$ cat config.mk
export PLATFORM = sky130hd
export DESIGN_NAME = slm_ram
export DESIGN_NICKNAME = d
export VERILOG_FILES = /design/src/rtl/slm_ram.sv
export SDC_FILE = /design/constraint.sdc
export NUM_CORES = 1
export LEC_CHECK = 0
export BUFFER_PORTS_ARGS = -buffer_cell sky130_fd_sc_hd__buf_2
export CELL_PAD_IN_SITES_DETAIL_PLACEMENT = 1
export CELL_PAD_IN_SITES_GLOBAL_PLACEMENT = 2
export CORE_MARGIN = 8
export CORE_UTILIZATION = 48
export CTS_CLUSTER_SIZE = 16
export DETAILED_ROUTE_END_ITERATION = 8
export PLACE_DENSITY = 0.86
export SLEW_MARGIN = 10
export SYNTH_ARGS = -nofsm -noshare
export SYNTH_HDL_FRONTEND = slang
export SYNTH_SLANG_ARGS = --single-unit
export TNS_END_PERCENT = 100
$ cat constraint.sdc
create_clock -name clock -period 2.1 [get_ports clock]
set_clock_uncertainty 0.05 [all_clocks]
set_input_delay 0.21 -clock clock [delete_from_list [all_inputs] [get_ports clock]]
set_output_delay 0.21 -clock clock [all_outputs]
set_load 0.01 [all_outputs]
$ cat src/rtl/slm_ram.sv
// ----------------------------------------------------------------------------
// slm_ram
// generic single write, single read ram with registered read data
// ----------------------------------------------------------------------------
module slm_ram #(
   parameter int WIDTH = 8,
   parameter int DEPTH = 16
) (
   input  logic                                       clock,
   input  logic                                       we,
   input  logic [((DEPTH > 1) ? $clog2(DEPTH) : 1)-1:0] waddr,
   input  logic [WIDTH-1:0]                           wdata,
   input  logic                                       re,
   input  logic [((DEPTH > 1) ? $clog2(DEPTH) : 1)-1:0] raddr,
   output logic [WIDTH-1:0]                           rdata
);

   logic [WIDTH-1:0] mem_ff [DEPTH];
   logic [WIDTH-1:0] rdata_ff;

   always_ff @(posedge clock) begin
      if (we) begin
         mem_ff[waddr] <= wdata;
      end
      if (re) begin
         rdata_ff <= mem_ff[raddr];
      end
   end

   assign rdata = rdata_ff;

endmodule

After elaboration in Yosys (flattened, before gate mapping)
Memories as Yosys holds them, arrays and structs flattened. A register that Yosys moved wholly into a read port is not among the register bits.
Index checks and enable logic that the tools add are counted.
{"block": "totals", "regBits": 0, "ramBits": 128, "inputBits": 19, "output_inout_bits": 8, "elab_cells": 3, "mem_count": 1}
{"name": "mem_ff", "words": 16, "word_bits": 8, "read_ports": 1, "rd_ports_with_merged_regs": 1, "wr": 1, "line_no": "18", "text": "logic [WIDTH-1:0] mem_ff [DEPTH];"}
{"block": "op_classes", "mux": 2}
{"operator": "$mux 1", "count": 2}

Logic depth before layout (Yosys ltp)
{"block": "depth", "word_depth": 2, "mapped_depth": 5, "mapped_depth_nobuf": 3}

Least setup slack after synthesis
No wires, ideal clock.
{"block": "synth_timing", "path_kind": "in2reg", "start": "input waddr[2] (netlist bit)", "end": "memory mem_ff[0][0], enable pin", "setup_ns": 0.383, "arrival_ns": 1.320, "required_ns": 1.667, "path_slack_ns": 0.347, "cell_stages": 2, "path_cell_list": "or3b_2 nor3_1"}
{"element": "start, declared", "line_no": "11", "text": "input logic [((DEPTH > 1) ? $clog2(DEPTH) : 1)-1:0] waddr,"}
{"element": "end, declared", "line_no": "18"}
Straight into the memory's write port.

==> out/results.tsv <==
metric	value	unit
outcome	finished clean	
rsz0062_at_grt	false	
worstHoldStart	wdata[6]	
cts_tree	built	
worstPathMaxFanout	1	
cp.arrival	1.84	ns
vias_per_cell	5.82	
fp-row-count	38	
cp.required	2.30	ns
cts_buffers	17	
cts_resized	0	
p_leak	2.11	nW
die_area	14500	um^2
powerDensity	1000	nW/um^2
h-tree-depth	4	
grt_pass1_vias	2814	
synth-edff-count	136	
die_w	120	um
finalNetCount	306	
routed_wl	11.7	mm
syn_inst	229	
post_cts_buffers	0	
ios	27	
critPathMaxStageDelay	0.56	ns
rr_startpoint	mem_ff[9][1]$_DFFE_PP_	
ant_nets	0	
end_kind	flop	
fin_tns_setup	0	ns
gr-total-overflow	0	
cts.sink_count	136	
gr-usage-all-layers	17.0	%
synth_area_per_cell	22.8	um^2
hold_path_class	input pin to flop	
period_needed	1.64	ns
layout-drive-gt1-share	32.3	%
clk_pin_slew	0.06	ns
reg2reg_setup_slack	0.46	ns
synth_cell_types	18	
root_buffer	clkbuf_8	
port_buffers	26	
mostFrequentLayoutCell	edfxtp_1	
grt_pass1_wl	17.4	mm
slew_violations	0	
drc	0	
critPathSlowestCell	mux4_1	
syn_nets	248	
critical_path.top_delay_family	multiplexers	
path_class	flop to flop	
clock_path_buffers	2	
wl_per_cell	26.5	um
timing.fmax	0.609	GHz
first_pass_iters	6	
seq_area_frac_synth	78.1	%
dr.first_iter.drc_count	254	
relSlewSlack	68.2	%
syn_area	5230	um^2
start_util	48.6	%
critical_path.startpoint	mem_ff[9][1]$_DFFE_PP_	
peakVddDrop	678	uV
final_cell_mix	edfxtp_1, buf_2, buf_4, mux4_2	
fin_util	57.9	%
path_buf_inv	0	
async_flop_share	0	%
syn2layout_area_growth	19.0	%
n_antenna_cell	0	
dieHeight	120	um
ys.flop_type	edfxtp_1	
fin_crit_sh	78.2	%
ys_ff_latch	136	
cap_violations	0	
antenna_found_initial	0	
grt_max_degree	33	
place.gp.congestion	0.736	
via_count	2560	
insertion_delay	0.51	ns
synth_warnings	0	
cp-start-kind	flop	
worstMarginPinSlew	0.475	ns
setup_viol	0	
finalHoldViolations	0	
crit_chain	mux4_1 -> a22oi_1 -> nand2_1	
core_area	10700	um^2
dpl.hpwl	7.23	mm
ctsHoldBuffers	0	
fillCellCount	950	
## through the flow
step / power, mW / instances / hold slack (ns) / area [um^2] / setup WS [ns]
2_1_floorplan: 3.29 / 229 / 0.259 / 5230 / 0.347
3_3_place_gp: 3.41 / 408 / 0.535 / 5640 / 0.230
3_5_place_dp: 3.42 / 408 / 0.555 / 5640 / 0.236
4_1_cts: 6.27 / 440 / 0.0115 / 6220 / 0.439
5_1_grt: 6.38 / 440 / 0.0122 / 6220 / 0.418
6_report: 6.23 / 440 / 0.0327 / 6220 / 0.457
## synth_stat cells (2+ instances only)
master | instances | share of area [%]
edfxtp_1 | 136 | 78
mux4_2 | 18 | 7.8
a22oi_1 | 16 | 2.3
mux4_1 | 14 | 7.0
nor2_1 | 13 | 0.93
nand2_1 | 9 | 0.65
nor3_1 | 4 | 0.38
buf_2 | 3 | 0.29
buf_6 | 3 | 0.65
clkdlybuf4s25_2 | 3 | 0.57
nand2b_1 | 2 | 0.24
nand3b_1 | 2 | 0.29
## power by group
group	switching, mW	leakage, nW	total (mW)	internal, mW
clock	1.07	0.272	2.85	1.78
sequential	0.0215	1.24	3.08	3.06
combinational	0.171	0.605	0.293	0.122
## final timing paths
path / endpoint / cells after the start
setup reg to reg: rdata[1]$_DFFE_PP_ / 3
hold / removal: mem_ff[3][6]$_DFFE_PP_ / 1
hold reg to reg: rdata[4]$_DFFE_PP_ / 3
setup / recovery: rdata[1]$_DFFE_PP_ / 3
## routing by layer
layer  track usage [%]  wire (um)  part of all wire [%]
met3              4.94        614                   5.3
met2              28.1       5980                    51
met4              6.79        130                   1.1
met1              20.6       4950                    42
met5                 0          0                     0
## kinds of logic (layout without fill, tap and decap cells)
| group | after synthesis | count (layout) | synth area share (%) |
|---|---|---|---|
| flops | 136 | 136 | 78.1 |
| simple gates | 35 | 35 | 3.14 |
| mux | 32 | 32 | 14.8 |
| compound gates | 16 | 16 | 2.30 |
| buf+inv | 10 | 81 | 1.65 |
## registers in the layout, summed over array words and instances (netlist names)
register,count
mem_ff,128
rdata,8
## cell type report
cell class	instances	area, um^2	area share (%)
Sequential cell	136	4080	65.7
Multi-Input combinational cell	83	1060	17.0
Clock buffer	17	414	6.66
Timing Repair Buffer	49	328	5.27
Tap cell	140	175	2.82
Clock inverter	15	160	2.58
Note: power is estimated with default switching activity, not from simulation.
