$ cat src/rtl/slm_pkg.sv
// ----------------------------------------------------------------------------
// slm_pkg
// shared sizes, codes and types of the sliding window load meter
// ----------------------------------------------------------------------------
package slm_pkg;

   // ring of interval records
   localparam int RECORD_DEPTH = 64;
   localparam int TIME_BITS    = 48;

   localparam int SLOT_BITS  = (RECORD_DEPTH > 1) ? $clog2(RECORD_DEPTH) : 1;
   localparam int COUNT_BITS = $clog2(RECORD_DEPTH + 1);
   localparam int ENTRY_BITS = TIME_BITS + 1;

   // field and register widths
   localparam int OP_BITS     = 2;
   localparam int TS_BITS     = 48;
   localparam int PCT_BITS    = 7;
   localparam int MAXREC_BITS = 7;
   localparam int WINDOW_BITS = 48;

   // arithmetic widths
   localparam int SUM_BITS     = TIME_BITS + SLOT_BITS;
   localparam int TOTAL_BITS   = SUM_BITS + 1;
   localparam int PRODUCT_BITS = TOTAL_BITS + PCT_BITS - 1;
   localparam int STEP_BITS    = $clog2(PCT_BITS);
   localparam int LIMIT_BITS   = (COUNT_BITS > MAXREC_BITS) ? COUNT_BITS : MAXREC_BITS;
   localparam int WCMP_BITS    = (TOTAL_BITS > WINDOW_BITS) ? TOTAL_BITS : WINDOW_BITS;

   localparam int PCT_SCALE = 100;

   // configuration port
   localparam int CSR_DATA_BITS = 64;
   localparam int CSR_ADDR_BITS = 4;
   localparam int CSR_REG_LSB   = 3;

   localparam logic REG_MAX_RECORDS = 1'b0;
   localparam logic REG_MAX_WINDOW  = 1'b1;

   localparam logic [MAXREC_BITS-1:0] MAX_RECORDS_RESET = MAXREC_BITS'(32);
   localparam logic [WINDOW_BITS-1:0] MAX_WINDOW_RESET  = WINDOW_BITS'(1000000);

   // operations
   localparam logic [OP_BITS-1:0] OP_GO_IDLE = 2'd0;
   localparam logic [OP_BITS-1:0] OP_WAKE_UP = 2'd1;
   localparam logic [OP_BITS-1:0] OP_QUERY   = 2'd2;

   typedef struct packed {
      logic [MAXREC_BITS-1:0] max_records;
      logic [WINDOW_BITS-1:0] max_window_usec;
   } cfg_type;

endpackage

$ cat src/rtl/slm_csr.sv
// ----------------------------------------------------------------------------
// slm_csr
// apb-style register block: record limit and window limit
// ----------------------------------------------------------------------------
module slm_csr import slm_pkg::*; (
   input  logic                     clock,
   input  logic                     reset,
   input  logic                     psel,
   input  logic                     penable,
   input  logic                     pwrite,
   input  logic [CSR_ADDR_BITS-1:0] paddr,
   input  logic [CSR_DATA_BITS-1:0] pwdata,
   output logic [CSR_DATA_BITS-1:0] prdata,
   output logic                     pready,
   output cfg_type                  cfg
);

   cfg_type cfg_ff;
   cfg_type cfg_in;
   logic    reg_sel;
   logic    wr_en;

   assign reg_sel = paddr[CSR_REG_LSB];
   assign wr_en   = psel && penable && pwrite;

   always_comb begin
      cfg_in = cfg_ff;
      if (wr_en) begin
         case (reg_sel)
            REG_MAX_RECORDS: cfg_in.max_records     = pwdata[MAXREC_BITS-1:0];
            REG_MAX_WINDOW:  cfg_in.max_window_usec = pwdata[WINDOW_BITS-1:0];
            default: ;
         endcase
      end
   end

   always_comb begin
      case (reg_sel)
         REG_MAX_RECORDS: prdata = CSR_DATA_BITS'(cfg_ff.max_records);
         REG_MAX_WINDOW:  prdata = CSR_DATA_BITS'(cfg_ff.max_window_usec);
         default:         prdata = '0;
      endcase
   end

   always_ff @(posedge clock) begin
      if (reset) begin
         cfg_ff.max_records     <= MAX_RECORDS_RESET;
         cfg_ff.max_window_usec <= MAX_WINDOW_RESET;
      end else begin
         cfg_ff <= cfg_in;
      end
   end

   assign pready = 1'b1;
   assign cfg    = cfg_ff;

endmodule

$ cat config.mk
export PLATFORM = sky130hd
export DESIGN_NAME = slm_csr
export DESIGN_NICKNAME = d
export VERILOG_FILES = /design/src/rtl/slm_pkg.sv /design/src/rtl/slm_csr.sv
export SDC_FILE = /design/constraint.sdc
export NUM_CORES = 1
export LEC_CHECK = 0
export CORE_MARGIN = 8
export CORE_UTILIZATION = 57
export DETAILED_ROUTE_END_ITERATION = 16
export DONT_BUFFER_PORTS = 1
export PLACE_DENSITY = 0.75
export RECOVER_POWER = 100
export SYNTH_ARGS = -nofsm -noshare
export SYNTH_HDL_FRONTEND = slang
export SYNTH_SLANG_ARGS = --single-unit
$ cat constraint.sdc
create_clock -name clock -period 1 [get_ports clock]
set_input_delay 0.2 -clock clock [delete_from_list [all_inputs] [get_ports clock]]
set_output_delay 0.2 -clock clock [all_outputs]
set_load 0.05 [all_outputs]
* Word-level counts from Yosys, hierarchy flattened
Index checks and enable logic that the tools add are counted.
** Storage, ports and cells
- Flip-flop bits (word level) :: 55
- Input port bits :: 73
- Output and inout port bits :: 120
- Word-level logic and storage cells :: 8
** Operators by class
- Mux-type cells :: 1
- Bitwise logic cells :: 1
- Reductions and logical operators :: 4
** Operators with widths (number)
- $pmux 64 s2 :: 1
- $reduce_and 2->1 :: 2
- $logic_and 1x1->1 :: 2
- $not 1->1 :: 1

* Logic depth before layout (Yosys ltp)
- Depth after elaboration :: 3
- Depth in mapped cells :: 5
- Mapped depth without buffers :: 2

* Least setup slack after synthesis
OpenSTA, ideal clock, no wires.
- Path kind :: flip-flop to output port
- Start point :: register cfg_ff, in the netlist cfg[10]
- End point :: output prdata[10]
- Data arrival time :: 1.128 ns
- Data required time :: 0.800 ns
- Setup slack :: -0.328 ns
- Cell stages (with the launch flop) :: 2
- Path buffers :: 0
- Cell sequence :: dfxtp_1 > and2_1
** On the way
- Longest elaborated chain between the ends :: 1
** RTL lines
- start: declaration :: line slm_csr.sv:18 : cfg_type cfg_ff;
- start signal: assignment :: line slm_csr.sv:50 : cfg_ff <= cfg_in;
- $pmux 64 s2 :: line slm_csr.sv:38 : case (reg_sel)
- end: declaration :: line slm_csr.sv:13 : output logic [CSR_DATA_BITS-1:0] prdata,
Every way passes these cells. The select of a mux whose other input is x is not followed.

* Final worst setup path
- Start point :: register cfg_ff, in the netlist cfg[3]
- End point :: output prdata[3]
The elaborated chain is that of the path after synthesis.

==> results.tsv <==
metric	value	unit
syn_area_per_cell	9.419	um2
Reg clk slew, reported paths	100	ps
CP startpoint kind	flop	
wire length per cell	19.74	um
largest net degree at the start of global routing	106	
Seq pwr share	0.503	
hold buffers post-CTS	0	
CP peak stage delay	350	ps
MaxCap Viol Count	0	
RSZ-0062 raised after global routing	true	
Initial Util	0.5772	
vias in the first global route	2371	
P&R area growth vs syn	46.04	%
clock skew	0	ps
Data required, critical path	800	ps
max-slew violation count	0	
Worst-Skew Late Latency	300	ps
Net count, final	449	
fin cells	446	
critical path's top delay family	flip-flops	
Routed Antenna Nets	0	
final setup TNS	-7878	ps
DR vias/cell	5.049	
mapped cell area	2892	um2
gpl congestion	0.7137	
Die Footprint	7608	um2
Core Area	5010	um2
Row Count	26	
Worst slew margin	0.6637	
FF+latch area	1202	um2
CP arrival	1070	ps
fmax	784.8	MHz
Cell Chain, Critical Path	mux2_4 -> buf_12	
Yosys reg bits	55	
Crit Path Max Fanout	2	
grt total ovfl	0	
Synth cell types	13	
failing checks	negative setup slack	
sw frac	0.3054	
CTS root buffer	clkbuf_8	
Hold Slack	28.53	ps
n_diodes	0	
Tot GR Track Use	0.2091	
sequential fraction of the synthesis area	0.3808	
1st-iter DRT viols	63	
CP startpoint	cfg[3]$_SDFFE_PP0P_	
Cell Area, Placed	3496	um2
Clock Sinks	55	
CTS H-Tree Depth	2	
fin crit period	1274	ps
LEAKAGE	1.755	nW
fin area	4223	um2
Max stage delay cell, worst path	dfxtp_2	
min-delay src	pwdata[6]	
reg2reg start	cfg[50]$_SDFFE_PP0P_	
Vias	2252	
pwr/cell area	1068	nW/um2
period utilisation layout	1.274	
DPL Wire Length	5463	um
Area contributors post-synth	dfxtp_1 38%, nand2b_1 19%, mux2i_1 19%, and2_1 8.9%, buf_4 4.9%	
Die Ht	87.23	um
endpoints failing setup	103	
Setup WS post-layout	-274.3	ps
CTS buffer count	5	
Die Wd	87.23	um
Worst Max-Slew Pin Slew	504.4	ps
Gate Count Post-Synth	307	
Warnings, synthesis	0	
top cell type's share of synthesized area	0.3808	
Port-buffer cells	0	
Clock Path Buffers	2	
antenna violations before repair	0	
io pins	193	
Fill cells	288	
worst vdd ir	696.1	uV
CTS tree	done	
P_int	0.003133	W
type of the worst min-delay path	in2reg	
Buf+Inv Stages, Crit Path	1	
Post-Route WL	8803	um
DR pass1 iterations	4	
layout cells sized above 1	0.5239	
Synth area leader	dfxtp_1	
max FFs per register	55	
DRC	0	
Combinational Power Share	0.218	
placed insts	415	
global-route wire length before repair	12390	um
status	finished, violations left	
NetSw	0.001378	W
Hold Violations, Final	0	
power share of the clock group	0.279	
multi-input logic area	1714	um2
critical path class	reg2out	
CP Capture Type	primary output	
## cell usage after synthesis
cell type   n
buf_4      19
and4_1      1
buf_8       3
buf_2       6
nand4b_1    1
mux2_2      7
nand2b_1   89
dfxtp_1    55
mux2i_1    55
conb_1      2
nor2_1     16
clkbuf_1   12
and2_1     41
## cell usage in the layout, fill, tap and decap left out, drive strengths merged
cell    Yosys  routed
nand2b     89      89
buf        28      83
mux2i      55      55
dfxtp      55      55
and2       41      41
conb        2      17
nor2       16      16
clkbuf     12      10
mux2        7       7
and4        1       1
nand4b      1       1
clkinv      0       1
## final timing paths
| check | slack, ps | cells past startpoint | end |
|---|---|---|---|
| setup reg to reg | 110 | 3 | cfg[50]$_SDFFE_PP0P_ |
| hold / removal | 30 | 2 | cfg[54]$_SDFFE_PP0P_ |
| hold reg to reg | 500 | 2 | cfg[37]$_SDFFE_PP0P_ |
| setup / recovery | -270 | 2 | prdata[3] |
## cells by family (layout without fill, tap and decap cells)
family,count (synthesis),count (layout),synth area share
mux,62,62,0.2177
simple gates,148,148,0.3081
buf+inv,40,94,0.09087
other cells,2,17,0.002597
flops,55,55,0.3808
## stage by stage
stage | util | total power (W) | setup WS, ps
2_1_floorplan | - | 0.003165 | -57.70
3_3_place_gp | 0.6978 | 0.003187 | 12.10
3_5_place_dp | 0.6978 | 0.003201 | -49.43
4_1_cts | 0.8102 | 0.004519 | -276.1
5_1_grt | 0.8429 | 0.004648 | -304.7
6_report | 0.8429 | 0.004511 | -274.3
## cell type report
type	instances	area share
clock buffers	6	0.01956
clock inverters	1	0.001185
multi-input cells	227	0.4059
flip-flops and latches	55	0.2847
well taps	70	0.02074
repair buffers	87	0.2679
## routing by layer
metal	vias up	global-route usage	wire, um
met1	1055	0.2032	3121
met4	0	0.05469	141
met5	-	0	0
met3	13	0.09245	973
li1	1074	-	-
met2	110	0.3900	4567
## power groups by stage
stage | logic (W) | clock network [W] | registers, W
2_1_floorplan | 0.000666 | 0 | 0.00250
3_3_place_gp | 0.000861 | 0 | 0.00233
3_5_place_dp | 0.000872 | 0 | 0.00233
4_1_cts | 0.000952 | 0.00128 | 0.00229
5_1_grt | 0.00102 | 0.00135 | 0.00227
6_report | 0.000985 | 0.00126 | 0.00227
## what timing repair did
| action | in CTS | in global routing |
|---|---|---|
| gates resized for setup | 108 | 26 |
| setup buffers | 10 | 14 |
| setup endpoints to repair | 103 | 103 |
| pin swaps | 10 | 17 |
| hold endpoints to repair | 0 | 0 |
Note: power is estimated with default switching activity, not from simulation.
