**src/rtl/slm_pkg.sv**
```systemverilog
// ----------------------------------------------------------------------------
// slm_pkg
// shared sizes, codes and types of the sliding window load meter
// ----------------------------------------------------------------------------
package slm_pkg;

   // ring of interval records
   localparam int RECORD_DEPTH = 64;
   localparam int TIME_BITS    = 48;

   localparam int SLOT_BITS  = (RECORD_DEPTH > 1) ? $clog2(RECORD_DEPTH) : 1;
   localparam int COUNT_BITS = $clog2(RECORD_DEPTH + 1);
   localparam int ENTRY_BITS = TIME_BITS + 1;

   // field and register widths
   localparam int OP_BITS     = 2;
   localparam int TS_BITS     = 48;
   localparam int PCT_BITS    = 7;
   localparam int MAXREC_BITS = 7;
   localparam int WINDOW_BITS = 48;

   // arithmetic widths
   localparam int SUM_BITS     = TIME_BITS + SLOT_BITS;
   localparam int TOTAL_BITS   = SUM_BITS + 1;
   localparam int PRODUCT_BITS = TOTAL_BITS + PCT_BITS - 1;
   localparam int STEP_BITS    = $clog2(PCT_BITS);
   localparam int LIMIT_BITS   = (COUNT_BITS > MAXREC_BITS) ? COUNT_BITS : MAXREC_BITS;
   localparam int WCMP_BITS    = (TOTAL_BITS > WINDOW_BITS) ? TOTAL_BITS : WINDOW_BITS;

   localparam int PCT_SCALE = 100;

   // configuration port
   localparam int CSR_DATA_BITS = 64;
   localparam int CSR_ADDR_BITS = 4;
   localparam int CSR_REG_LSB   = 3;

   localparam logic REG_MAX_RECORDS = 1'b0;
   localparam logic REG_MAX_WINDOW  = 1'b1;

   localparam logic [MAXREC_BITS-1:0] MAX_RECORDS_RESET = MAXREC_BITS'(32);
   localparam logic [WINDOW_BITS-1:0] MAX_WINDOW_RESET  = WINDOW_BITS'(1000000);

   // operations
   localparam logic [OP_BITS-1:0] OP_GO_IDLE = 2'd0;
   localparam logic [OP_BITS-1:0] OP_WAKE_UP = 2'd1;
   localparam logic [OP_BITS-1:0] OP_QUERY   = 2'd2;

   typedef struct packed {
      logic [MAXREC_BITS-1:0] max_records;
      logic [WINDOW_BITS-1:0] max_window_usec;
   } cfg_type;

endpackage

```
**src/rtl/slm_div.sv**
```systemverilog
// ----------------------------------------------------------------------------
// slm_div
// restoring divider, one quotient bit a cycle, for quotients below 2^PCT_BITS
// ----------------------------------------------------------------------------
module slm_div import slm_pkg::*; (
   input  logic                    clock,
   input  logic                    reset,
   input  logic                    start,
   input  logic [PRODUCT_BITS-1:0] dividend,
   input  logic [TOTAL_BITS-1:0]   divisor,
   output logic                    done,
   output logic [PCT_BITS-1:0]     quotient
);

   logic                    run_ff,  run_in;
   logic                    done_ff, done_in;
   logic [STEP_BITS-1:0]    step_ff, step_in;
   logic [PRODUCT_BITS-1:0] rem_ff,  rem_in;
   logic [PRODUCT_BITS-1:0] den_ff,  den_in;
   logic [PCT_BITS-1:0]     quo_ff,  quo_in;
   logic                    fits;

   assign fits = (rem_ff >= den_ff);

   always_comb begin
      run_in  = run_ff;
      done_in = 1'b0;
      step_in = step_ff;
      rem_in  = rem_ff;
      den_in  = den_ff;
      quo_in  = quo_ff;
      if (start) begin
         run_in  = 1'b1;
         step_in = STEP_BITS'(PCT_BITS - 1);
         rem_in  = dividend;
         den_in  = PRODUCT_BITS'(divisor) << (PCT_BITS - 1);
         quo_in  = '0;
      end else if (run_ff) begin
         if (fits) begin
            rem_in = rem_ff - den_ff;
         end
         quo_in = {quo_ff[PCT_BITS-2:0], fits};
         den_in = den_ff >> 1;
         if (step_ff == '0) begin
            run_in  = 1'b0;
            done_in = 1'b1;
         end else begin
            step_in = step_ff - 1'b1;
         end
      end
   end

   always_ff @(posedge clock) begin
      if (reset) begin
         run_ff  <= 1'b0;
         done_ff <= 1'b0;
      end else begin
         run_ff  <= run_in;
         done_ff <= done_in;
      end
      step_ff <= step_in;
      rem_ff  <= rem_in;
      den_ff  <= den_in;
      quo_ff  <= quo_in;
   end

   assign done     = done_ff;
   assign quotient = quo_ff;

endmodule

```
**config.mk**
```make
export PLATFORM = sky130hd
export DESIGN_NAME = slm_div
export DESIGN_NICKNAME = d
export VERILOG_FILES = /design/src/rtl/slm_pkg.sv /design/src/rtl/slm_div.sv
export SDC_FILE = /design/constraint.sdc
export NUM_CORES = 1
export LEC_CHECK = 0
export ABC_AREA = 1
export BUFFER_PORTS_ARGS = -buffer_cell sky130_fd_sc_hd__buf_4
export CAP_MARGIN = 0
export CORE_MARGIN = 4
export CORE_UTILIZATION = 30
export DETAILED_ROUTE_END_ITERATION = 7
export PLACE_DENSITY = 0.49
export SLEW_MARGIN = 10
export SYNTH_ARGS = -nofsm -noshare
export SYNTH_HDL_FRONTEND = slang
export SYNTH_SLANG_ARGS = --single-unit
```
**constraint.sdc**
```tcl
create_clock -name clock -period 6.8 [get_ports clock]
set_input_delay 0.68 -clock clock [delete_from_list [all_inputs] [get_ports clock]]
set_output_delay 0.68 -clock clock [all_outputs]
set_load 0.1 [all_outputs]
```
== Yosys cells after proc, flatten, opt, wreduce, memory -nomap -nowiden ==
Cells that the tools add are included.

* Register bits: 134
* Input port bits: 119
* Output and inout bits: 8
* Logic and storage cells: 27

* Add/sub/neg operators: 2
* Magnitude comparators: 1
* Muxes and demuxes: 9
* Bitwise gates (word level): 2
* Reduce and logical (&&, ||, !) cells: 6

{| class="wikitable"
|+ Operators by type and width
! operator !! count
|-
| $mux W61 || 5
|-
| $ge A61 B61 Y1 || 1
|-
| $sub A61 B61 Y61 || 1
|-
| $mux W1 || 4
|-
| $reduce_and A2 Y1 || 2
|-
| $reduce_bool A2 Y1 || 2
|-
| $logic_not A3 Y1 || 1
|-
| $reduce_or A3 Y1 || 1
|-
| $sub A3 B1 Y3 const B || 1
|-
| $not A1 Y1 || 2
|}

== Logic depth before layout (Yosys ltp) ==
Gate-level depths: netlist (run 1).

* Depth in word-level cells: 4
* Mapped depth: 16
* Gate-level depth less buffers: 16

== Worst setup path before layout (run 1) ==
OpenSTA, ideal clock, no wires.

* Path type: register to register
* Start: reg rem_ff[25]
* End: reg rem_ff[0] (enable)
* Library setup time: 0.421 ns
* Data arrival time: 2.869 ns
* Required time: 6.379 ns
* Path slack: 3.511 ns
* Stages on the path, launching flop included: 14
* Buffers on the path: 0
* Clock period less this slack: 3.289 ns
* Cell sequence: edfxtp_1 -> ha_1 -> nand2_1 -> nor2_2 -> inv_2 -> nor2_8 -> inv_2 -> o21bai_4 -> inv_2 -> nand2_2 -> nand2_1 -> nand3_2 -> nand2_1 -> nand2_1

* Longest elaborated chain between the ends: 3

{| class="wikitable"
|+ Ends and longest elaborated chain
! what !! RTL line !! RTL
|-
| start, declared || slm_div.sv:18 || <nowiki>logic [PRODUCT_BITS-1:0] rem_ff, rem_in;</nowiki>
|-
| start signal, assigned || slm_div.sv:62 || <nowiki>rem_ff <= rem_in;</nowiki>
|-
| $ge A61 B61 Y1 || slm_div.sv:23 || <nowiki>assign fits = (rem_ff >= den_ff);</nowiki>
|-
| $reduce_bool A2 Y1 (no source line) || - ||
|-
| $reduce_and A2 Y1 (no source line) || - ||
|}

Every way passes these cells.
A chain may end at the register's enable or synchronous reset.

== Final worst setup path (run 1) ==
* Start: reg den_ff[8]
* End: reg rem_ff[26] (enable)

* Longest elaborated chain between the ends: 3

{| class="wikitable"
|+ Ends and longest elaborated chain
! what !! RTL line !! RTL
|-
| start, declared || slm_div.sv:19 || <nowiki>logic [PRODUCT_BITS-1:0] den_ff, den_in;</nowiki>
|-
| start signal, assigned || slm_div.sv:63 || <nowiki>den_ff <= den_in;</nowiki>
|-
| $ge A61 B61 Y1 || slm_div.sv:23 ||
|-
| $reduce_bool A2 Y1 (no source line) || - ||
|-
| $reduce_and A2 Y1 (no source line) || - ||
|}

Every way passes these cells.

==> results of run 1 <==
==> Yosys cell counts, types with 2 or more instances <==
master                     number
sky130_fd_sc_hd__nor3_2         6
sky130_fd_sc_hd__nand2_2       23
sky130_fd_sc_hd__dfxtp_1       18
sky130_fd_sc_hd__nand3_1       79
sky130_fd_sc_hd__nand3_2        7
sky130_fd_sc_hd__xnor2_1       15
sky130_fd_sc_hd__ha_1          63
sky130_fd_sc_hd__xor2_1         2
sky130_fd_sc_hd__o22ai_1        9
sky130_fd_sc_hd__inv_1        355
sky130_fd_sc_hd__o21ai_1       11
sky130_fd_sc_hd__a21oi_1       51
sky130_fd_sc_hd__inv_2         13
sky130_fd_sc_hd__nor2_1        89
sky130_fd_sc_hd__edfxtp_1     116
sky130_fd_sc_hd__clkbuf_1      23
sky130_fd_sc_hd__o21bai_1       7
sky130_fd_sc_hd__buf_2          4
sky130_fd_sc_hd__a21oi_2        2
sky130_fd_sc_hd__nor2_4         6
sky130_fd_sc_hd__nor2_2        21
sky130_fd_sc_hd__nor3_1         7
sky130_fd_sc_hd__or2_2          7
sky130_fd_sc_hd__nand4_1       14
sky130_fd_sc_hd__nand3b_1      10
sky130_fd_sc_hd__o21ai_0       77
sky130_fd_sc_hd__and2_1         2
sky130_fd_sc_hd__nand2_1      689
==> flip-flops by register name (all words and copies together) (netlist names) <==
register,cells
den_ff,61
done,1
quotient,7
rem_ff,61
run_ff,1
step_ff,3
==> where the power goes <==
| part | internal (mW) | switching [mW] |
|---|---|---|
| clock network | 0.557 | 0.396 |
| logic | 0.627 | 1.30 |
| registers | 1.06 | 0.0378 |
==> layer usage <==
layer	vias up	wire length [um]	GRT usage [%]	part of all wire, %
li1	5587	-	-	-
met1	4644	18800	26.3	52
met2	173	15500	27.9	43
met3	34	1400	3.30	3.8
met4	0	663	4.47	1.8
met5	-	0	0	0
==> final cells by class <==
type | count | area (um2) | area share (%)
clock inverter | 10 | 76.3 | 0.574
clock buffer | 22 | 528 | 3.97
multi-input combinational | 1203 | 5900 | 44.4
sequential | 134 | 3840 | 28.9
tap | 468 | 586 | 4.40
timing repair buffer | 131 | 983 | 7.39
inverter | 369 | 1390 | 10.4
==> stage by stage <==
step / util, % / area (um2)
after floorplan: - / 11200
after global placement: 34.5 / 12700
after detailed placement: 34.5 / 12700
after CTS: 36.2 / 13300
after global routing: 36.2 / 13300
final: 36.2 / 13300
==> cells by family after synthesis <==
| logic type | synth area share (%) |
|---|---|
| xor gates and xnor gates | 1.32 |
| buffers and inverters | 13.3 |
| and+or+nand+nor | 36.4 |
| adders and majority gates | 7.19 |
| DFF | 34.2 |
| AOI/OAI and AO/OA | 7.58 |
==> worst max-delay path by stage <==
stage	depth (start not counted)	start	end	slack, ps
after floorplan	13	rem_ff[25]	rem_ff[0]	3510
after global placement	5	start	den_ff[35]	3510
after detailed placement	5	start	den_ff[35]	3370
after CTS	15	den_ff[8]	rem_ff[26]	3670
after global routing	12	rem_ff[18]	rem_ff[26]	3340
final	15	den_ff[8]	rem_ff[26]	3700
==> impl_metrics.xml, run 1 <==
<?xml version="1.0" encoding="UTF-8"?>
<metrics>
  <group name="status">
    <metric name="outcome" unit="">completed</metric>
  </group>
  <group name="route">
    <metric name="first_iter_violations" unit="">800</metric>
    <metric name="antenna_violating_nets_left" unit="">0</metric>
    <metric name="vias_per_cell" unit="">4.47</metric>
    <metric name="postRouteWirelength" unit="mm">36.4</metric>
    <metric name="firstDrtPassIters" unit="">6</metric>
    <metric name="vias" unit="">10400</metric>
    <metric name="drt-wirelength-per-cell" unit="um">15.6</metric>
    <metric name="drc_violation_count_after_routing" unit="">0</metric>
  </group>
  <group name="global_route">
    <metric name="grt_start_max_net_pins" unit="">93</metric>
    <metric name="grtUsageTotal" unit="%">18.1</metric>
    <metric name="first_global_vias" unit="">10500</metric>
    <metric name="wire_length_of_the_first_global_routing_pass" unit="mm">58.0</metric>
    <metric name="initial_antenna_violation_count" unit="">0</metric>
    <metric name="globalRouteOverflowTotal" unit="">0</metric>
  </group>
  <group name="timing">
    <metric name="setup_viol" unit="">0</metric>
    <metric name="grt_setup_unrepaired" unit="">no</metric>
    <metric name="period_needed" unit="ps">3100</metric>
    <metric name="fin_skew" unit="ps">11.1</metric>
    <metric name="final_hold_viol_count" unit="">0</metric>
    <metric name="finalHoldWorstSlack" unit="ps">385</metric>
    <metric name="timing.setup.tns" unit="ps">0</metric>
    <metric name="worstMarginPinSlew" unit="ps">968</metric>
    <metric name="postLayoutSetupSlackWorst" unit="ps">3700</metric>
    <metric name="timing.final.max_slew_violations" unit="">0</metric>
    <metric name="timing.max_slew.rel_slack" unit="%">35.5</metric>
    <metric name="min_period_over_period" unit="%">45.6</metric>
    <metric name="achievable-frequency" unit="MHz">323</metric>
  </group>
  <group name="run">
    <metric name="drv_cap" unit="">0</metric>
  </group>
  <group name="synth">
    <metric name="ys_dominant_reg_cell" unit="">sky130_fd_sc_hd__edfxtp_1</metric>
    <metric name="flip_flop_and_latch_count_after_synthesis" unit="">134</metric>
    <metric name="post_synth.cell_area_avg" unit="um2">6.48</metric>
    <metric name="yosys-top-cells-area" unit="">sky130_fd_sc_hd__edfxtp_1 31%, sky130_fd_sc_hd__nand2_1 23%, sky130_fd_sc_hd__inv_1 12%</metric>
    <metric name="synth-edff-count" unit="">116</metric>
    <metric name="syn_area" unit="mm2">0.0112</metric>
    <metric name="yosys_warnings" unit="">0</metric>
    <metric name="synth_cell_types" unit="">36</metric>
    <metric name="number_of_instances_in_the_synthesized_netlist" unit="">1734</metric>
    <metric name="netlist.area_leader.share" unit="%">31.0</metric>
    <metric name="syn-num-nets" unit="">1917</metric>
    <metric name="asyncSetResetFlopFracSynth" unit="%">0</metric>
    <metric name="synth_sequential_area_ratio" unit="%">34.2</metric>
    <metric name="synth.largest_area_cell" unit="">sky130_fd_sc_hd__edfxtp_1</metric>
  </group>
  <group name="worst_hold_path">
    <metric name="min_path_cells" unit="">2</metric>
    <metric name="min-delay-path-class" unit="">input pin to flop</metric>
    <metric name="min_from" unit="">reset</metric>
    <metric name="min_delay_worst_endpoint" unit="">run_ff</metric>
  </group>
  <group name="cells_and_area">
    <metric name="antenna-diode-count" unit="">0</metric>
    <metric name="n_fill_cell" unit="">4039</metric>
    <metric name="area_delta_synth_final" unit="%">18.4</metric>
    <metric name="layout.cells.most_common_list" unit="">688 x sky130_fd_sc_hd__nand2_1, 353 x sky130_fd_sc_hd__inv_1, 131 x sky130_fd_sc_hd__buf_4, 116 x sky130_fd_sc_hd__edfxtp_1, 89 x sky130_fd_sc_hd__nor2_1</metric>
    <metric name="final-instance-count-excl-fill" unit="">2337</metric>
    <metric name="layout_commonest_cell" unit="">sky130_fd_sc_hd__nand2_1</metric>
    <metric name="layout-drive-gt1-share" unit="%">13.6</metric>
    <metric name="layout.nets" unit="">2039</metric>
  </group>
  <group name="critical_path">
    <metric name="crit_top_cell" unit="">sky130_fd_sc_hd__nand2_1</metric>
    <metric name="critical_path.endpoint_type" unit="">flop</metric>
    <metric name="reg2reg_slack" unit="ps">3700</metric>
    <metric name="worst_path_dominant_cell_family" unit="">simple AND/OR/NAND/NOR gates</metric>
    <metric name="path_cells" unit="">inv_1 &gt; ha_1 &gt; nand2_1 &gt; nor2_1 &gt; nand2_1 &gt; inv_1 &gt; nand2_1 &gt; nand2_2 &gt; nand3_1 &gt; nand2_2 &gt; nand2_1 &gt; nand3_2 &gt; nand2_1 &gt; nand2_2 &gt; buf_4</metric>
    <metric name="startpoint_type" unit="">flop</metric>
    <metric name="critPathSlowestCell" unit="">sky130_fd_sc_hd__buf_4</metric>
    <metric name="reg2reg_depth" unit="">15</metric>
    <metric name="timing.critical_path.buf_inv" unit="">3</metric>
    <metric name="r2r-end" unit="">rem_ff[26]</metric>
    <metric name="path_class" unit="">flop to flop</metric>
    <metric name="reg2reg_from" unit="">den_ff[8]</metric>
    <metric name="crit_path_max_fanout" unit="">61</metric>
    <metric name="slowest_delay" unit="ps">670</metric>
    <metric name="worst_ep_required_time" unit="ps">6870</metric>
    <metric name="critical_path_arrival" unit="ps">3170</metric>
  </group>
  <group name="die">
    <metric name="num_rows" unit="">70</metric>
    <metric name="chipWidth" unit="um">202</metric>
    <metric name="initial_utilization" unit="%">30.6</metric>
    <metric name="floorplan.die.height" unit="um">202</metric>
    <metric name="dieArea" unit="mm2">0.0406</metric>
    <metric name="design.portCount" unit="">127</metric>
    <metric name="placeableCoreArea" unit="mm2">0.0368</metric>
  </group>
  <group name="clock_network">
    <metric name="cts-resized-gates" unit="">0</metric>
    <metric name="postCtsSetupBuffers" unit="">0</metric>
    <metric name="ctsRootBufferMaster" unit="">sky130_fd_sc_hd__clkbuf_16</metric>
    <metric name="cts-htree-levels" unit="">4</metric>
    <metric name="tritoncts_num_sinks" unit="">134</metric>
    <metric name="clkSlewWorstSetupHoldPaths" unit="ps">60</metric>
    <metric name="worst_skew_pair.late_latency" unit="ps">450</metric>
    <metric name="tritoncts" unit="">done</metric>
    <metric name="postCtsHoldBufs" unit="">0</metric>
    <metric name="clock_path_buffers" unit="">2</metric>
    <metric name="cts_buffers" unit="">17</metric>
  </group>
  <group name="place">
    <metric name="place.port_buffers" unit="">126</metric>
    <metric name="preCtsSetupSlack" unit="ps">3370</metric>
    <metric name="detailed_place_hpwl" unit="mm">29.5</metric>
    <metric name="routabilityCongestion" unit="">0.945</metric>
    <metric name="place_inst" unit="">2305</metric>
  </group>
  <group name="power_and_ir_drop">
    <metric name="power.total" unit="mW">3.98</metric>
    <metric name="worst_ir_drop_on_vdd" unit="uV">192</metric>
    <metric name="power.static_leakage" unit="nW">7.03</metric>
    <metric name="powerDensity" unit="mW/mm2">299</metric>
  </group>
</metrics>
No activity file was read; power rests on OpenSTA's default activity.
==> inputs of run 2 (changes only) <==
ABC_AREA = 0   (was 1)
clock period = 3 ns   (was 6.8 ns; I/O delays follow)
==> run 2 against run 1 <==
Net effect: the flow now finishes with violations (setup timing); critical path depth decreased by 3; area after synthesis decreased by 15%; register-to-register slack got worse by 4200 ps; sequential share of layout area decreased by 0.75 points; flip-flop and latch count unchanged; clock skew increased by 5.0 ps; utilization increased by 8.0 points; setup slack got worse by 4200 ps; largest power group unchanged.
==> impl_metrics.xml, run 2 <==
<?xml version="1.0" encoding="UTF-8"?>
<metrics>
  <group name="worst_hold_path">
    <metric name="min-delay-path-class" unit="">input pin to flop</metric>
  </group>
  <group name="clock_network">
    <metric name="cts-htree-levels" unit="">4</metric>
    <metric name="worst_skew_pair.late_latency" unit="ps">440</metric>
    <metric name="postCtsHoldBufs" unit="">0</metric>
    <metric name="ctsRootBufferMaster" unit="">sky130_fd_sc_hd__clkbuf_16</metric>
    <metric name="tritoncts_num_sinks" unit="">134</metric>
    <metric name="tritoncts" unit="">done</metric>
    <metric name="clkSlewWorstSetupHoldPaths" unit="ps">70</metric>
    <metric name="clock_path_buffers" unit="">2</metric>
    <metric name="cts_buffers" unit="">17</metric>
  </group>
  <group name="synth">
    <metric name="number_of_instances_in_the_synthesized_netlist" unit="">1110</metric>
    <metric name="netlist.area_leader.share" unit="%">36.7</metric>
    <metric name="asyncSetResetFlopFracSynth" unit="%">0</metric>
    <metric name="yosys_warnings" unit="">0</metric>
    <metric name="syn_area" unit="mm2">0.00950</metric>
    <metric name="post-synth-top-count-cell" unit="">sky130_fd_sc_hd__nand2_1</metric>
    <metric name="synth-edff-count" unit="">116</metric>
    <metric name="synth.largest_area_cell" unit="">sky130_fd_sc_hd__edfxtp_1</metric>
    <metric name="yosys-top-cells-area" unit="">sky130_fd_sc_hd__edfxtp_1 37%, sky130_fd_sc_hd__nand2_1 8.4%, sky130_fd_sc_hd__ha_1 8.3%</metric>
    <metric name="synth_cell_types" unit="">67</metric>
    <metric name="post_synth.cell_area_avg" unit="um2">8.56</metric>
    <metric name="synth_sequential_area_ratio" unit="%">40.5</metric>
    <metric name="syn-num-nets" unit="">1293</metric>
    <metric name="netlist_top_cells_count" unit="">213 x sky130_fd_sc_hd__nand2_1, 142 x sky130_fd_sc_hd__o21ai_0, 116 x sky130_fd_sc_hd__edfxtp_1</metric>
    <metric name="flip_flop_and_latch_count_after_synthesis" unit="">134</metric>
    <metric name="ys_dominant_reg_cell" unit="">sky130_fd_sc_hd__edfxtp_1</metric>
  </group>
  <group name="route">
    <metric name="drt-wirelength-per-cell" unit="um">16.3</metric>
    <metric name="vias_per_cell" unit="">4.92</metric>
    <metric name="vias" unit="">8922</metric>
    <metric name="antenna_violating_nets_left" unit="">0</metric>
    <metric name="postRouteWirelength" unit="mm">29.5</metric>
    <metric name="first_iter_violations" unit="">527</metric>
    <metric name="drc_violation_count_after_routing" unit="">0</metric>
    <metric name="firstDrtPassIters" unit="">5</metric>
  </group>
  <group name="global_route">
    <metric name="first_global_vias" unit="">8935</metric>
    <metric name="grt_start_max_net_pins" unit="">73</metric>
    <metric name="grt_use_met3" unit="%">2.68</metric>
    <metric name="globalRouteOverflowTotal" unit="">0</metric>
    <metric name="gr-usage-met2" unit="%">27.5</metric>
    <metric name="initial_antenna_violation_count" unit="">0</metric>
    <metric name="grtUsageTotal" unit="%">16.9</metric>
    <metric name="grt_util_met1" unit="%">23.7</metric>
    <metric name="wire_length_of_the_first_global_routing_pass" unit="mm">46.4</metric>
    <metric name="grt-busiest-layer" unit="">met2</metric>
  </group>
  <group name="timing">
    <metric name="fin_skew" unit="ps">16.1</metric>
    <metric name="period_needed" unit="ps">3520</metric>
    <metric name="finalHoldWorstSlack" unit="ps">28.9</metric>
    <metric name="worstMarginPinSlew" unit="ps">576</metric>
    <metric name="achievable-frequency" unit="MHz">284</metric>
    <metric name="grt_setup_unrepaired" unit="">yes</metric>
    <metric name="timing.final.max_slew_violations" unit="">0</metric>
    <metric name="min_period_over_period" unit="%">117</metric>
    <metric name="final_hold_viol_count" unit="">0</metric>
    <metric name="timing.max_slew.rel_slack" unit="%">61.6</metric>
    <metric name="postLayoutSetupSlackWorst" unit="ps">-523</metric>
    <metric name="setup_viol" unit="">76</metric>
  </group>
  <group name="die">
    <metric name="placeableCoreArea" unit="mm2">0.0309</metric>
    <metric name="floorplan.die.height" unit="um">186</metric>
    <metric name="initial_utilization" unit="%">30.7</metric>
    <metric name="num_rows" unit="">64</metric>
    <metric name="design.portCount" unit="">127</metric>
    <metric name="dieArea" unit="mm2">0.0346</metric>
    <metric name="chipWidth" unit="um">186</metric>
  </group>
  <group name="cells_and_area">
    <metric name="layout-drive-gt1-share" unit="%">33.8</metric>
    <metric name="postLayoutCoreUtil" unit="%">44.2</metric>
    <metric name="antenna-diode-count" unit="">0</metric>
    <metric name="layout_commonest_cell" unit="">sky130_fd_sc_hd__buf_4</metric>
    <metric name="area_delta_synth_final" unit="%">43.9</metric>
    <metric name="postLayoutCellArea" unit="mm2">0.0137</metric>
    <metric name="layout.cells.most_common_list" unit="">321 x sky130_fd_sc_hd__buf_4, 209 x sky130_fd_sc_hd__nand2_1, 118 x sky130_fd_sc_hd__o21ai_0, 116 x sky130_fd_sc_hd__edfxtp_1, 87 x sky130_fd_sc_hd__inv_1</metric>
    <metric name="layout.nets" unit="">1588</metric>
    <metric name="n_fill_cell" unit="">3132</metric>
  </group>
  <group name="critical_path">
    <metric name="crit_path_max_fanout" unit="">8</metric>
    <metric name="startpoint_type" unit="">flop</metric>
    <metric name="critical_path_arrival" unit="ps">3670</metric>
    <metric name="path_class" unit="">flop to flop</metric>
    <metric name="critical_path.endpoint_type" unit="">flop</metric>
    <metric name="worst_ep_required_time" unit="ps">3150</metric>
  </group>
  <group name="place">
    <metric name="place.port_buffers" unit="">126</metric>
    <metric name="placedInstanceArea" unit="mm2">0.0122</metric>
    <metric name="routabilityCongestion" unit="">0.842</metric>
    <metric name="detailed_place_hpwl" unit="mm">21.8</metric>
    <metric name="preCtsSetupSlack" unit="ps">-593</metric>
  </group>
  <group name="status">
    <metric name="outcome" unit="">finished, violations left</metric>
    <metric name="violations_in_the_final_reports" unit="">setup timing</metric>
  </group>
  <group name="power_and_ir_drop">
    <metric name="power.static_leakage" unit="nW">5.94</metric>
    <metric name="powerDensity" unit="mW/mm2">790</metric>
    <metric name="worst_ir_drop_on_vdd" unit="uV">502</metric>
  </group>
  <group name="run">
    <metric name="drv_cap" unit="">0</metric>
  </group>
</metrics>
[run 2: changes by cell type in the layout (fill, tap and decap cells not counted), sizes merged, moves of 55 or more]
cell | before | now
nor2 | 117 | 46
nand3 | 86 | 14
o21ai | 88 | 143
buf | 131 | 340
nand2 | 712 | 214
inv | 374 | 91
[run 2: kinds of logic after synthesis]
logic type / Yosys count / synth area share [%]
simple gates: 353 / 16.4
compound gates: 336 / 21.8
buf+inv: 154 / 6.15
flops: 134 / 40.5
fa+ha+maj: 64 / 8.51
xor+xnor: 52 / 4.80
mux: 17 / 1.84
[run 2: timing repair]
| item | 4_1_cts | 5_1_grt |
|---|---|---|
| cloned | 2 | 1 |
| gates resized for setup | 55 | 80 |
| hold endpoints to repair | 0 | 0 |
| setup buffers | 11 | 11 |
| pin swaps | 30 | 41 |
| setup endpoints to repair | 88 | 94 |
[run 2: critical path: stages (launching register included)]
cell	delay, ps
sky130_fd_sc_hd__edfxtp_1	380
sky130_fd_sc_hd__ha_1	310
sky130_fd_sc_hd__nand2_1	70
sky130_fd_sc_hd__or4_4	550
sky130_fd_sc_hd__or4_4	440
sky130_fd_sc_hd__a21oi_4	190
sky130_fd_sc_hd__o31ai_4	110
sky130_fd_sc_hd__o41ai_4	290
sky130_fd_sc_hd__and4_1	260
sky130_fd_sc_hd__or4b_4	130
sky130_fd_sc_hd__a31o_4	220
sky130_fd_sc_hd__buf_12	130
sky130_fd_sc_hd__clkbuf_16	160
[run 2: final timing paths]
check / startpoint / end / slack [ps] / depth (start not counted)
worst max register to register: rem_ff[21] / rem_ff[2] / -520 / 12
worst min register to register: step_ff[2] / step_ff[2] / 480 / 2
worst min-delay path: reset / run_ff / 30 / 2
worst max-delay path: rem_ff[21] / rem_ff[2] / -520 / 12
[run 2: final cells by class]
cell class                      instances  area (um2)  area share, %
Inverter                               89         334           2.44
Timing Repair Buffer                  341        2730           19.9
Sequential cell                       134        3840           28.1
Multi-Input combinational cell        822        5690           41.6
Clock buffer                           22         517           3.78
Tap cell                              396         495           3.63
Clock inverter                         10        63.8          0.467
[run 2: stage by stage]
stage	TNS, ps	total power [mW]	cells
after global placement	-36470	7.82	1757
after floorplan	-44780	5.71	1110
after detailed placement	-41840	7.84	1757
final	-30910	10.8	1814
after CTS	-31780	10.4	1802
after global routing	-40040	11.5	1814
[run 2: routing by layer]
metal / wire length [um] / share of wire [%]
met1: 14200 / 48
met2: 13800 / 47
met3: 1160 / 3.9
met4: 325 / 1.1
met5: 0 / 0
[run 2: report_power, final]
group          switching [mW]  total, mW  internal, mW  leakage [nW]
Combinational            3.07       6.02          2.95          4.31
Clock                   0.895       2.12          1.22         0.293
Sequential              0.152       2.65          2.50          1.34
==> inputs of run 3 (changes only) <==
MAX_ROUTING_LAYER = met4   (was not set)
clock period = 4.6 ns   (was 3 ns; I/O delays follow)
==> run 3 against run 2 <==
Net effect: non-clock buffer count down 209; largest power group unchanged; sequential power fell by 35%; setup slack improved by 760 ps; the run now ends clean; critical path depth is the same; clock power is 36% lower; global-route usage is 0.57 points lower; worst hold slack better by 140 ps; maximum frequency fell by 19%; utilization fell by 7.6 points; critical endpoint is now rem_ff[53]; total power fell by 47%; combinational power shrank 56%; register-to-register slack better by 760 ps.
==> impl_metrics.xml, run 3 (synthesized netlist as in run 2, its figures left out) <==
<?xml version="1.0" encoding="UTF-8"?>
<metrics>
  <group name="place">
    <metric name="preCtsSetupSlack" unit="ps">398</metric>
    <metric name="place.port_buffers" unit="">126</metric>
    <metric name="place_inst" unit="">1573</metric>
    <metric name="routabilityCongestion" unit="">0.861</metric>
    <metric name="detailed_place_hpwl" unit="mm">20.5</metric>
    <metric name="placedInstanceArea" unit="mm2">0.0108</metric>
  </group>
  <group name="timing">
    <metric name="final_hold_viol_count" unit="">0</metric>
    <metric name="worstMarginPinSlew" unit="ps">1050</metric>
    <metric name="timing.final.max_slew_violations" unit="">0</metric>
    <metric name="period_needed" unit="ps">4360</metric>
    <metric name="timing.setup.tns" unit="ps">0</metric>
    <metric name="grt_setup_unrepaired" unit="">no</metric>
    <metric name="setup_viol" unit="">0</metric>
    <metric name="finalHoldWorstSlack" unit="ps">173</metric>
    <metric name="achievable-frequency" unit="MHz">229</metric>
    <metric name="fin_skew" unit="ps">12.3</metric>
    <metric name="min_period_over_period" unit="%">94.8</metric>
    <metric name="timing.max_slew.rel_slack" unit="%">29.9</metric>
    <metric name="postLayoutSetupSlackWorst" unit="ps">239</metric>
  </group>
  <group name="power_and_ir_drop">
    <metric name="switching_share" unit="%">40.0</metric>
    <metric name="pwr-share-seq" unit="%">30.0</metric>
    <metric name="combinationalPowerShare" unit="%">46.4</metric>
    <metric name="powerDensity" unit="mW/mm2">508</metric>
    <metric name="clock_power_share" unit="%">23.6</metric>
    <metric name="worst_ir_drop_on_vdd" unit="uV">281</metric>
    <metric name="power.static_leakage" unit="nW">4.73</metric>
    <metric name="power.total" unit="mW">5.75</metric>
    <metric name="netSwitchingPower" unit="mW">2.30</metric>
    <metric name="p_int" unit="mW">3.45</metric>
  </group>
  <group name="global_route">
    <metric name="globalRouteOverflowTotal" unit="">0</metric>
    <metric name="initial_antenna_violation_count" unit="">0</metric>
    <metric name="first_global_vias" unit="">8121</metric>
    <metric name="grtUsageTotal" unit="%">16.3</metric>
    <metric name="grt_start_max_net_pins" unit="">94</metric>
    <metric name="wire_length_of_the_first_global_routing_pass" unit="mm">43.2</metric>
  </group>
  <group name="critical_path">
    <metric name="reg2reg_from" unit="">den_ff[8]</metric>
    <metric name="worst_ep_required_time" unit="ps">4760</metric>
    <metric name="critical_path_arrival" unit="ps">4520</metric>
    <metric name="path_class" unit="">flop to flop</metric>
    <metric name="critical_path.endpoint_type" unit="">flop</metric>
    <metric name="startpoint_type" unit="">flop</metric>
    <metric name="r2r-end" unit="">rem_ff[53]</metric>
    <metric name="reg2reg_slack" unit="ps">240</metric>
    <metric name="crit_path_max_fanout" unit="">5</metric>
    <metric name="reg2reg_depth" unit="">12</metric>
  </group>
  <group name="cells_and_area">
    <metric name="antenna-diode-count" unit="">0</metric>
    <metric name="area_delta_synth_final" unit="%">19.2</metric>
    <metric name="final-instance-count-excl-fill" unit="">1605</metric>
    <metric name="postLayoutCellArea" unit="mm2">0.0113</metric>
    <metric name="layout-drive-gt1-share" unit="%">15.2</metric>
    <metric name="layout_commonest_cell" unit="">sky130_fd_sc_hd__nand2_1</metric>
    <metric name="layout.cells.most_common_list" unit="">213 x sky130_fd_sc_hd__nand2_1, 142 x sky130_fd_sc_hd__o21ai_0, 130 x sky130_fd_sc_hd__buf_4, 116 x sky130_fd_sc_hd__edfxtp_1, 88 x sky130_fd_sc_hd__inv_1</metric>
    <metric name="layout.nets" unit="">1379</metric>
    <metric name="postLayoutCoreUtil" unit="%">36.6</metric>
  </group>
  <group name="clock_network">
    <metric name="cts_buffers" unit="">17</metric>
    <metric name="postCtsSetupBuffers" unit="">0</metric>
    <metric name="clkSlewWorstSetupHoldPaths" unit="ps">60</metric>
    <metric name="cts-htree-levels" unit="">4</metric>
    <metric name="ctsRootBufferMaster" unit="">sky130_fd_sc_hd__clkbuf_16</metric>
    <metric name="worst_skew_pair.late_latency" unit="ps">440</metric>
    <metric name="cts-resized-gates" unit="">0</metric>
    <metric name="tritoncts_num_sinks" unit="">134</metric>
    <metric name="clock_path_buffers" unit="">2</metric>
    <metric name="postCtsHoldBufs" unit="">0</metric>
    <metric name="tritoncts" unit="">done</metric>
  </group>
  <group name="route">
    <metric name="postRouteWirelength" unit="mm">27.6</metric>
    <metric name="vias_per_cell" unit="">5.07</metric>
    <metric name="drt-wirelength-per-cell" unit="um">17.2</metric>
    <metric name="first_iter_violations" unit="">453</metric>
    <metric name="vias" unit="">8145</metric>
    <metric name="drc_violation_count_after_routing" unit="">0</metric>
    <metric name="antenna_violating_nets_left" unit="">0</metric>
    <metric name="firstDrtPassIters" unit="">7</metric>
  </group>
  <group name="die">
    <metric name="placeableCoreArea" unit="mm2">0.0309</metric>
    <metric name="design.portCount" unit="">127</metric>
    <metric name="num_rows" unit="">64</metric>
    <metric name="initial_utilization" unit="%">30.7</metric>
    <metric name="floorplan.die.height" unit="um">186</metric>
    <metric name="chipWidth" unit="um">186</metric>
    <metric name="dieArea" unit="mm2">0.0346</metric>
  </group>
  <group name="worst_hold_path">
    <metric name="min_delay_worst_endpoint" unit="">run_ff</metric>
    <metric name="min-delay-path-class" unit="">input pin to flop</metric>
    <metric name="min_path_cells" unit="">2</metric>
    <metric name="min_from" unit="">reset</metric>
  </group>
  <group name="status">
    <metric name="outcome" unit="">completed</metric>
  </group>
  <group name="run">
    <metric name="drv_cap" unit="">0</metric>
  </group>
</metrics>
## run 3: worst max path at each step
stage,startpoint,end,slack [ps],cells after the start
global placement,den_ff[6],rem_ff[53],530,12
finish,den_ff[8],rem_ff[53],240,12
CTS,den_ff[7],rem_ff[53],330,12
floorplan,rem_ff[17],rem_ff[0],520,11
global route,den_ff[7],rem_ff[53],50,12
detailed placement,den_ff[8],rem_ff[53],400,12
## run 3: critical path, cell delays in order (launching register included)
cell and delay, ps:
sky130_fd_sc_hd__edfxtp_1 360, sky130_fd_sc_hd__inv_1 60, sky130_fd_sc_hd__ha_1 350, sky130_fd_sc_hd__nand3_1 130
sky130_fd_sc_hd__or3_1 400, sky130_fd_sc_hd__a31o_2 270, sky130_fd_sc_hd__o21ai_0 560, sky130_fd_sc_hd__a31oi_1 340
sky130_fd_sc_hd__o41ai_1 840, sky130_fd_sc_hd__o21bai_1 200, sky130_fd_sc_hd__o21ai_0 320, sky130_fd_sc_hd__xnor2_1 170
sky130_fd_sc_hd__o21ai_0 90
## run 3: routing by layer
layer	routed length [um]	track usage (%)
met5	0	-
met1	13500	22.1
met2	12500	25.2
met3	1190	3.58
met4	353	3.67
## run 3: power groups by stage
stage                     clock network (mW)  registers (mW)  logic, mW
after floorplan                            0            1.73       1.97
after global placement                     0            1.74       2.66
after detailed placement                   0            1.75       2.65
after CTS                               1.39            1.73       2.66
after global routing                    1.45            1.75       2.97
final                                   1.36            1.72       2.67
## run 3: final cells by class
class / instances / area [um2]
sequential: 134 / 3840
fill: 3276 / 19600
multi-input combinational: 822 / 5070
inverter: 89 / 334
tap: 396 / 495
clock buffer: 17 / 425
clock inverter: 15 / 144
timing repair buffer: 132 / 1010
